<file path="src/design/tag_node_bit_matrix_engine_defines.svh">
// Assertion macros shared by the tag/node matrix engine.
`ifndef TAG_NODE_BIT_MATRIX_ENGINE_DEFINES_SVH
`define TAG_NODE_BIT_MATRIX_ENGINE_DEFINES_SVH

// Same-cycle implication, sampled on clk, off while arst_n is low.
`define TNBM_ASSERT_NOW(lbl, ante, cons, msg) \
	lbl: assert property (@(posedge clk) disable iff (!arst_n) (ante) |-> (cons)) else $error(msg);

// Next-cycle implication, sampled on clk, off while arst_n is low.
`define TNBM_ASSERT_NEXT(lbl, ante, cons, msg) \
	lbl: assert property (@(posedge clk) disable iff (!arst_n) (ante) |=> (cons)) else $error(msg);

`endif

</file>
<file path="src/design/tnbm_pkg.sv">
// Package: types, constants and helpers of the tag/node matrix engine.
package tnbm_pkg;

	localparam int TAG_SLOTS  = 64;
	localparam int NODE_SLOTS = 64;
	localparam int ROW_W      = 64;
	localparam int IDX_W      = 6;
	localparam int CNT_W      = 7;
	localparam int MODE_W     = 3;

	localparam int TAG_LIM  = (TAG_SLOTS < ROW_W) ? TAG_SLOTS : ROW_W;
	localparam int NODE_LIM = (NODE_SLOTS < ROW_W) ? NODE_SLOTS : ROW_W;

	localparam logic [MODE_W-1:0] MODE_ATTACH    = 3'd0;
	localparam logic [MODE_W-1:0] MODE_DETACH    = 3'd1;
	localparam logic [MODE_W-1:0] MODE_CLR_ROW   = 3'd2;
	localparam logic [MODE_W-1:0] MODE_CLR_COL   = 3'd3;
	localparam logic [MODE_W-1:0] MODE_NODES     = 3'd4;
	localparam logic [MODE_W-1:0] MODE_TAGS      = 3'd5;
	localparam logic [MODE_W-1:0] MODE_INTERSECT = 3'd6;

	localparam logic CFG_TAG_SLOTS  = 1'b0;
	localparam logic CFG_NODE_SLOTS = 1'b1;

	typedef struct packed {
		logic [MODE_W-1:0] mode;
		logic [IDX_W-1:0]  tag_id;
		logic [IDX_W-1:0]  node_id;
		logic              last_tag;
	} in_item_t;

	typedef struct packed {
		logic [IDX_W-1:0] hit_index;
		logic             found;
		logic             last;
	} out_item_t;

	typedef struct packed {
		logic             rd_en;
		logic [IDX_W-1:0] rd_addr;
		logic             wr_en;
		logic [IDX_W-1:0] wr_addr;
		logic [ROW_W-1:0] wr_data;
	} mem_req_t;

	typedef struct packed {
		logic [CNT_W-1:0] tb;
		logic [CNT_W-1:0] nb;
	} bounds_t;

	function automatic logic [ROW_W-1:0] low_mask(input logic [CNT_W-1:0] n);
		logic [ROW_W-1:0] m;
		for (int i = 0; i < ROW_W; i++) begin
			m[i] = (CNT_W'(i) < n);
		end
		return m;
	endfunction

	function automatic logic [CNT_W-1:0] clamp_count(input logic [CNT_W-1:0] used,
		input logic [CNT_W-1:0] lim);
		return (used < lim) ? used : lim;
	endfunction

endpackage

</file>
<file path="src/design/tag_node_bit_matrix_engine.sv">
// Top level of the tag/node matrix engine: configuration, row memory, sequencer.
//
// Input channel (in_valid/in_stall/in_data): one transaction per command (attach,
// detach, clear row, clear column, list nodes of a tag, list tags of a node,
// intersect). Output channel (out_valid/out_stall/out_data): one transaction per
// hit in ascending index order, last flagged; an empty list gives found=0, last=1.
// Configuration (cfg_valid/cfg_ready/cfg_index/cfg_data): slot counts that bound
// scans; cfg_ready is always high, write only while the block is idle.
// Attach/detach read the row, then write it back; a row clear writes zeros when
// accepted; column clear and tags of node walk rows 0 to tag_bound-1, one row per
// cycle, tags of node then emitting; nodes of tag reads one row, then emits, and
// intersect does so on its last tag. Emission scans up to 64 bit positions, one
// per cycle while the receiver does not stall.
// Commands are accepted only while idle.
// Reset clears the matrix at once through per-row valid bits, empties the
// intersection and sets both slot counts to 64. A stall on the output holds the
// registered result and pauses emission.
`include "tag_node_bit_matrix_engine_defines.svh"

module tag_node_bit_matrix_engine (
	input  logic                           clk,
	input  logic                           arst_n,
	input  logic                           in_valid,
	output logic                           in_stall,
	input  tnbm_pkg::in_item_t             in_data,
	output logic                           out_valid,
	input  logic                           out_stall,
	output tnbm_pkg::out_item_t            out_data,
	input  logic                           cfg_valid,
	output logic                           cfg_ready,
	input  logic                           cfg_index,
	input  logic [tnbm_pkg::CNT_W-1:0]     cfg_data
);
	import tnbm_pkg::*;

	logic [CNT_W-1:0] tag_slots_q;
	logic [CNT_W-1:0] node_slots_q;
	bounds_t          bounds;
	mem_req_t         mem_req;
	logic [ROW_W-1:0] rd_data;

	assign cfg_ready = 1'b1;

	// Hold the slot counts; a write lands on the edge where valid and ready meet.
	always_ff @(posedge clk or negedge arst_n) begin
		if (!arst_n) begin
			tag_slots_q  <= CNT_W'(64);
			node_slots_q <= CNT_W'(64);
		end else if (cfg_valid && cfg_ready) begin
			case (cfg_index)
				CFG_TAG_SLOTS:  tag_slots_q  <= cfg_data;
				CFG_NODE_SLOTS: node_slots_q <= cfg_data;
				default: begin
				end
			endcase
		end
	end

	// Clamp the scan bounds to the matrix size.
	assign bounds.tb = clamp_count(tag_slots_q, CNT_W'(TAG_LIM));
	assign bounds.nb = clamp_count(node_slots_q, CNT_W'(NODE_LIM));

	tnbm_row_mem u_mem (
		.clk     (clk),
		.arst_n  (arst_n),
		.req     (mem_req),
		.rd_data (rd_data)
	);

	tnbm_seq u_seq (
		.clk       (clk),
		.arst_n    (arst_n),
		.in_valid  (in_valid),
		.in_stall  (in_stall),
		.in_data   (in_data),
		.bounds    (bounds),
		.mem_req   (mem_req),
		.rd_data   (rd_data),
		.out_valid (out_valid),
		.out_stall (out_stall),
		.out_data  (out_data)
	);

	// An empty answer is always a single, final result at index zero.
	`TNBM_ASSERT_NOW(a_empty_is_last, out_valid && !out_data.found, out_data.last && (out_data.hit_index == '0), "empty result not final or nonzero index")
	// A column walk never writes the row it is reading in the same cycle.
	`TNBM_ASSERT_NOW(a_no_rw_collide, mem_req.wr_en && mem_req.rd_en && !(in_valid && !in_stall), mem_req.wr_addr != mem_req.rd_addr, "row read and write collide")
	// Accepting a row command always takes the sequencer out of idle.
	`TNBM_ASSERT_NEXT(a_accept_reads, in_valid && !in_stall && (in_data.mode == MODE_NODES || in_data.mode == MODE_INTERSECT), in_stall, "row command did not occupy sequencer")

endmodule

</file>
<file path="src/design/tnbm_row_mem.sv">
// Matrix row memory: one write and one registered read port, per-row valid bits.
module tnbm_row_mem (
	input  logic                       clk,
	input  logic                       arst_n,
	input  tnbm_pkg::mem_req_t         req,
	output logic [tnbm_pkg::ROW_W-1:0] rd_data
);
	import tnbm_pkg::*;

	localparam int DEPTH = 1 << IDX_W;

	logic [ROW_W-1:0] mem [DEPTH];
	logic [DEPTH-1:0] row_valid_q;
	logic [ROW_W-1:0] rd_data_q;
	logic             rd_valid_q;

	always_ff @(posedge clk) begin
		if (req.wr_en) begin
			mem[req.wr_addr] <= req.wr_data;
		end
		if (req.rd_en) begin
			rd_data_q <= mem[req.rd_addr];
		end
	end

	// A row never written since reset reads as zero.
	always_ff @(posedge clk or negedge arst_n) begin
		if (!arst_n) begin
			row_valid_q <= '0;
			rd_valid_q  <= 1'b0;
		end else begin
			if (req.wr_en) begin
				row_valid_q[req.wr_addr] <= 1'b1;
			end
			if (req.rd_en) begin
				rd_valid_q <= row_valid_q[req.rd_addr];
			end
		end
	end

	assign rd_data = rd_valid_q ? rd_data_q : '0;

endmodule

</file>
<file path="src/design/tnbm_seq.sv">
// Sequencer: read-modify-write of matrix rows, scans and result emission.
module tnbm_seq (
	input  logic                       clk,
	input  logic                       arst_n,
	input  logic                       in_valid,
	output logic                       in_stall,
	input  tnbm_pkg::in_item_t         in_data,
	input  tnbm_pkg::bounds_t          bounds,
	output tnbm_pkg::mem_req_t         mem_req,
	input  logic [tnbm_pkg::ROW_W-1:0] rd_data,
	output logic                       out_valid,
	input  logic                       out_stall,
	output tnbm_pkg::out_item_t        out_data
);
	import tnbm_pkg::*;

	localparam logic [2:0] S_IDLE = 3'd0;
	localparam logic [2:0] S_WB   = 3'd1;
	localparam logic [2:0] S_ROW  = 3'd2;
	localparam logic [2:0] S_WALK = 3'd3;
	localparam logic [2:0] S_EMIT = 3'd4;

	logic [2:0]       state_q;
	in_item_t         item_q;
	logic [ROW_W-1:0] vec_q;
	logic [ROW_W-1:0] imask_q;
	logic             iactive_q;
	logic [CNT_W-1:0] ptr_q;
	logic             pend_s1;
	logic [IDX_W-1:0] idx_s1;
	logic [IDX_W-1:0] hit_q;
	logic             out_valid_q;
	out_item_t        out_q;

	logic             accept;
	logic             in_t_ok;
	logic             in_n_ok;
	logic             t_ok;
	logic             n_ok;
	logic [ROW_W-1:0] bit_vec;
	logic [ROW_W-1:0] row;
	logic [ROW_W-1:0] imask_next;
	logic             out_free;
	logic             walk_issue;
	logic             last_hit;
	logic             emit_go;

	assign in_stall   = (state_q != S_IDLE);
	assign accept     = in_valid && (state_q == S_IDLE);
	assign in_t_ok    = (int'(in_data.tag_id) < TAG_SLOTS);
	assign in_n_ok    = (int'(in_data.node_id) < NODE_SLOTS);
	assign t_ok       = (int'(item_q.tag_id) < TAG_SLOTS);
	assign n_ok       = (int'(item_q.node_id) < NODE_SLOTS);
	assign bit_vec    = ROW_W'(1) << item_q.node_id;
	assign row        = t_ok ? rd_data : '0;
	assign imask_next = iactive_q ? (imask_q & row) : row;
	assign out_free   = !out_valid_q || !out_stall;
	assign walk_issue = (state_q == S_WALK) && (ptr_q < bounds.tb);
	assign last_hit   = (vec_q[ROW_W-1:1] == '0);
	assign emit_go    = (state_q == S_EMIT) && out_free && ((vec_q == '0) || vec_q[0]);

	// Items are taken only when idle, so a row write always lands before the
	// next item reads; inside a column walk the read and write rows differ.
	always_comb begin
		mem_req = '0;
		case (state_q)
			S_IDLE: begin
				if (accept) begin
					mem_req.rd_en   = 1'b1;
					mem_req.rd_addr = in_data.tag_id;
					if (in_data.mode == MODE_CLR_ROW && in_t_ok) begin
						mem_req.wr_en   = 1'b1;
						mem_req.wr_addr = in_data.tag_id;
					end
				end
			end
			S_WB: begin
				mem_req.wr_en   = 1'b1;
				mem_req.wr_addr = item_q.tag_id;
				mem_req.wr_data = (item_q.mode == MODE_ATTACH) ? (rd_data | bit_vec)
					: (rd_data & ~bit_vec);
			end
			S_WALK: begin
				mem_req.rd_en   = walk_issue;
				mem_req.rd_addr = ptr_q[IDX_W-1:0];
				if (pend_s1 && item_q.mode == MODE_CLR_COL && n_ok) begin
					mem_req.wr_en   = 1'b1;
					mem_req.wr_addr = idx_s1;
					mem_req.wr_data = rd_data & ~bit_vec;
				end
			end
			default: begin
			end
		endcase
	end

	always_ff @(posedge clk or negedge arst_n) begin
		if (!arst_n) begin
			state_q   <= S_IDLE;
			item_q    <= '0;
			vec_q     <= '0;
			imask_q   <= '0;
			iactive_q <= 1'b0;
			ptr_q     <= '0;
			pend_s1   <= 1'b0;
			idx_s1    <= '0;
			hit_q     <= '0;
		end else begin
			case (state_q)
				S_IDLE: begin
					if (accept) begin
						item_q  <= in_data;
						vec_q   <= '0;
						ptr_q   <= '0;
						pend_s1 <= 1'b0;
						hit_q   <= '0;
						case (in_data.mode)
							MODE_ATTACH, MODE_DETACH: begin
								state_q <= (in_t_ok && in_n_ok) ? S_WB : S_IDLE;
							end
							MODE_CLR_COL, MODE_TAGS: begin
								state_q <= S_WALK;
							end
							MODE_NODES, MODE_INTERSECT: begin
								state_q <= S_ROW;
							end
							default: begin
								state_q <= S_IDLE;
							end
						endcase
					end
				end
				S_WB: begin
					state_q <= S_IDLE;
				end
				S_ROW: begin
					if (item_q.mode == MODE_NODES) begin
						vec_q   <= row & low_mask(bounds.nb);
						state_q <= S_EMIT;
					end else if (item_q.last_tag) begin
						vec_q     <= imask_next & low_mask(bounds.nb);
						imask_q   <= '0;
						iactive_q <= 1'b0;
						state_q   <= S_EMIT;
					end else begin
						imask_q   <= imask_next;
						iactive_q <= 1'b1;
						state_q   <= S_IDLE;
					end
				end
				S_WALK: begin
					pend_s1 <= walk_issue;
					idx_s1  <= ptr_q[IDX_W-1:0];
					if (walk_issue) begin
						ptr_q <= ptr_q + CNT_W'(1);
					end
					if (pend_s1 && item_q.mode == MODE_TAGS && n_ok) begin
						vec_q[idx_s1] <= rd_data[item_q.node_id];
					end
					if (!walk_issue && !pend_s1) begin
						state_q <= (item_q.mode == MODE_TAGS) ? S_EMIT : S_IDLE;
					end
				end
				S_EMIT: begin
					if (vec_q == '0) begin
						if (out_free) begin
							state_q <= S_IDLE;
						end
					end else if (!vec_q[0] || out_free) begin
						vec_q <= vec_q >> 1;
						hit_q <= hit_q + IDX_W'(1);
						if (vec_q[0] && last_hit) begin
							state_q <= S_IDLE;
						end
					end
				end
				default: begin
					state_q <= S_IDLE;
				end
			endcase
		end
	end

	always_ff @(posedge clk or negedge arst_n) begin
		if (!arst_n) begin
			out_valid_q <= 1'b0;
		end else if (emit_go) begin
			out_valid_q <= 1'b1;
		end else if (!out_stall) begin
			out_valid_q <= 1'b0;
		end
	end

	always_ff @(posedge clk) begin
		if (emit_go) begin
			out_q.hit_index <= (vec_q == '0) ? '0 : hit_q;
			out_q.found     <= (vec_q != '0);
			out_q.last      <= (vec_q == '0) || last_hit;
		end
	end

	assign out_valid = out_valid_q;
	assign out_data  = out_q;

endmodule
</file>
<file path="config.mk">
export PLATFORM = sky130hd
export DESIGN_NAME = tag_node_bit_matrix_engine
export DESIGN_NICKNAME = d
export VERILOG_FILES = /design/src/design/tnbm_pkg.sv /design/src/design/tag_node_bit_matrix_engine.sv /design/src/design/tnbm_row_mem.sv /design/src/design/tnbm_seq.sv
export VERILOG_INCLUDE_DIRS = /design/src /design/src/design
export SDC_FILE = /design/constraint.sdc
export NUM_CORES = 2
export LEC_CHECK = 0
export BUFFER_PORTS_ARGS = -buffer_cell sky130_fd_sc_hd__buf_4
export CAP_MARGIN = 20
export CORE_MARGIN = 5
export CORE_UTILIZATION = 35
export CTS_CLUSTER_DIAMETER = 120
export DETAILED_ROUTE_END_ITERATION = 10
export HOLD_SLACK_MARGIN = 0.12
export PLACE_DENSITY = 0.6
export REMOVE_ABC_BUFFERS = 1
export SLEW_MARGIN = 15
export SYNTH_ARGS = -nofsm -noshare
export SYNTH_HDL_FRONTEND = slang
export SYNTH_SLANG_ARGS = --single-unit
export TNS_END_PERCENT = 100
</file>
<file path="constraint.sdc">
create_clock -name clk -period 6.5 [get_ports clk]
set_input_delay 0 -clock clk [delete_from_list [all_inputs] [get_ports clk]]
set_output_delay 0 -clock clk [all_outputs]
set_load 0.03 [all_outputs]
</file>
==> flow_summary.yaml <==
synthesis:
  ys_types: 74
  ys.warnings.count: 0
  yosysTopAreaCellShare: 0.7201
  synth-edff-count: 4168
  synth_ff_type: "edfxtp_1"
  yosysTopAreaCell: "edfxtp_1"
  yosysMostFrequentCell: "edfxtp_1"
  syn_inst: 9256
  syn-cell-area_um2: 173800
  ys_seq_area_frac: 0.7558
  ys_top_cells_by_area: "edfxtp_1 (72%), mux4_2 (13%), dfrtp_1 (3.5%)"
  syn_avg_cell_area_um2: 18.78
  ys_seq_elements: 4416
  synthArstFlopShare: 0.05616
  synth.top_cells.by_count: "edfxtp_1 (4168), nand2_1 (1296), mux4_2 (1040), nor2_1 (294)"
worst_setup_path:
  cp_max_fo: 28
  worstRegToRegCells: 11
  critical_path_class: "flop to flop"
  required_ps: 7140
  cp-start-kind: "flop"
  critPathCaptureType: "flop"
  crit_arrival_ps: 5770
power_and_ir_drop:
  combPwrFrac: 0.256
  intPower_mw: 54.63
  p_leak_nw: 65.66
  total_power_mw: 80.34
  pwr-share-clk: 0.312
  p_per_area_nw_per_um2: 401.4
  netSwitchingFraction: 0.3200
  vdd_drop_max_mv: 0.3577
  p_sw_mw: 25.71
  pwr-share-seq: 0.433
floorplan:
  start_util: 0.3517
  rows: 258
  dieArea_um2: 510800
  ios: 40
  die_y_um: 714.7
  die_w_um: 714.7
  core_um2: 494200
global_routing:
  grt_pass1_wl_um: 746600
  grt_pass1_vias: 94445
  grt_max_degree: 160
  grt_util_all_layers: 0.2034
  grt_overflow: 0
  antenna_found_initial: 33
drt:
  wirelength_met1_um: 210900
  firstDrtPassIters: 6
  wl_um: 534400
  wl_met2_um: 242100
  route.met3.wl_um: 62140
  drt_drc_violations_left: 0
  ant_nets: 0
  via_per_inst: 5.807
  top_layer: "met5"
  routed-via-count: 96626
  drtIter0Drc: 14647
  post_drt_wl_per_cell_um: 32.11
finish:
  drive_gt1_frac: 0.2299
  syn2layout_area_growth_pct: 15.15
  fin_nets: 9659
  fillCellCount: 43507
  stdcell_count: 16641
sta:
  min_period_ps: 5128
  setup_viol_count_final: 0
  rsz0062_at_grt: "false"
  timing.fmax_mhz: 195.0
  drv_slew: 0
  relSlewSlack: 0.1622
  hold_violations: 0
  hold_slack_ps: 177.4
  finalSetupTns_ps: 0
  finalCritPeriodShare: 0.7889
  worst_slew_pin_slew_ps: 1257
  clock_skew_ps: 94.95
clocking:
  htreeDepth: 5
  cts_root_buf: "clkbuf_16"
  clkTransAtPathRegs_ps: 60
  clock_latency_ps: 1020
  clock_path_buffers: 4
  cts_made_buffers: 439
  clock-sinks: 4416
  cts_tree: "done"
place:
  io_buffers: 38
  gp_congestion: 0.8897
  dp_cells: 15731
  place_hpwl_um: 312000
hold_path:
  min_path_type: "primary input to async pin"
run_status:
  status: "complete, no violations"
run:
  maxCapViolations: 0
-- worst max-delay path, cell delays in order (launching register included) --
cell and delay [ps]:
dfrtp_1 610, nor4bb_1 640, o21a_4 880, buf_12 340
buf_4 320, buf_4 220, mux4_2 320, nand2_1 80
and3_1 180, a31oi_1 90, a32oi_1 660, nand2_1 400
-- cells by family (layout without fill, tap and decap cells) --
| group | count (synthesis) | count (layout) | synth area share |
|---|---|---|---|
| compound gates | 917 | 917 | 0.03434 |
| xor+xnor | 10 | 10 | 0.0005039 |
| fa+ha+maj | 8 | 8 | 0.0005759 |
| buf+inv | 602 | 1345 | 0.01613 |
| flops | 4416 | 4416 | 0.7558 |
| mux | 1074 | 1074 | 0.1368 |
| other cells | 1 | 13 | 0.00002158 |
| simple gates | 2228 | 2228 | 0.05577 |
-- sequential cells by signal, summed over array words and instances (netlist names), 7 cells and up --
signal and count:
node_slots_q 7, tag_slots_q 7, u_mem.mem 4096, u_mem.rd_data_q 64, u_mem.row_valid_q 64, u_seq.imask_q 64
u_seq.item_q 16, u_seq.out_data 8, u_seq.ptr_q 7, u_seq.vec_q 64
-- power groups by stage --
stage	clock (mW)	sequential, mW	combinational [mW]
floorplan	0	34.8	15.4
global placement	0	35.2	20.0
CTS	25.4	34.7	20.4
detailed placement	0	35.3	20.2
global route	26.6	34.8	21.6
finish	25.0	34.8	20.5
-- path summary, 6_finish.rpt --
path | start | endpoint | slack, ps
worst min register to register | u_mem.row_valid_q[11]$_DFFE_PN0P_ | u_mem.row_valid_q[11]$_DFFE_PN0P_ | 460
worst min-delay path | arst_n | u_seq.vec_q[29]$_DFFE_PN0P_ | 180
max in group asynchronous | arst_n | u_mem.row_valid_q[3]$_DFFE_PN0P_ | 5430
min in group clk | in_valid | u_seq.state_q[2]$_DFFE_PN0P_ | 230
worst max register to register | u_seq.state_q[0]$_DFFE_PN0P_ | u_mem.rd_data_q[8]$_DFFE_PP_ | 1370
worst max-delay path | u_seq.state_q[0]$_DFFE_PN0P_ | u_mem.rd_data_q[8]$_DFFE_PP_ | 1370
-- cell usage in the layout, fill, tap and decap left out, drive strengths merged, types with 20 or more instances in the layout --
master	instances
a31oi	196
dlygate4sd3	77
a21oi	150
dfrtp	246
a2bb2oi	60
mux2i	20
bufinv	35
nand3	276
nor4	32
o21a	67
a32oi	129
nand2	1296
mux4	1040
buf	440
edfxtp	4168
clkbuf	550
o21ai	231
nor2	297
nor3	32
clkinv	209
and3	138
or2	70
-- through the flow --
stage,utilization,area [um2],setup slack (ps)
after floorplan,-,171000,-45050
after global placement,0.3740,184800,1458
after detailed placement,0.3745,185100,1423
after CTS,0.4048,200100,1419
after global routing,0.4049,200100,1223
final,0.4050,200100,1372
-- cell type report --
class	count	area, um2	area share
multi-input combinational	4238	40780	0.2038
timing repair buffer	517	5439	0.02718
inverter	10	40.04	0.0002001
clock buffer	550	11580	0.05784
tap	6630	8295	0.04145
clock inverter	268	2604	0.01301
antenna	12	30.03	0.0001500
sequential	4416	131400	0.6564
-- routing by layer --
layer  global-route usage  vias up
met5                    0        -
met4              0.06242        6
met3              0.05412      906
met2               0.3096     5943
met1               0.2865    51713
li1                     -    38058
-- repair_timing --
action,4_1_cts,5_1_grt
hold buffers,78,0
gates resized for setup,0,0
endpoints found under the hold margin,309,0
setup buffers,0,0
Note: power is estimated with default switching activity, not from simulation.
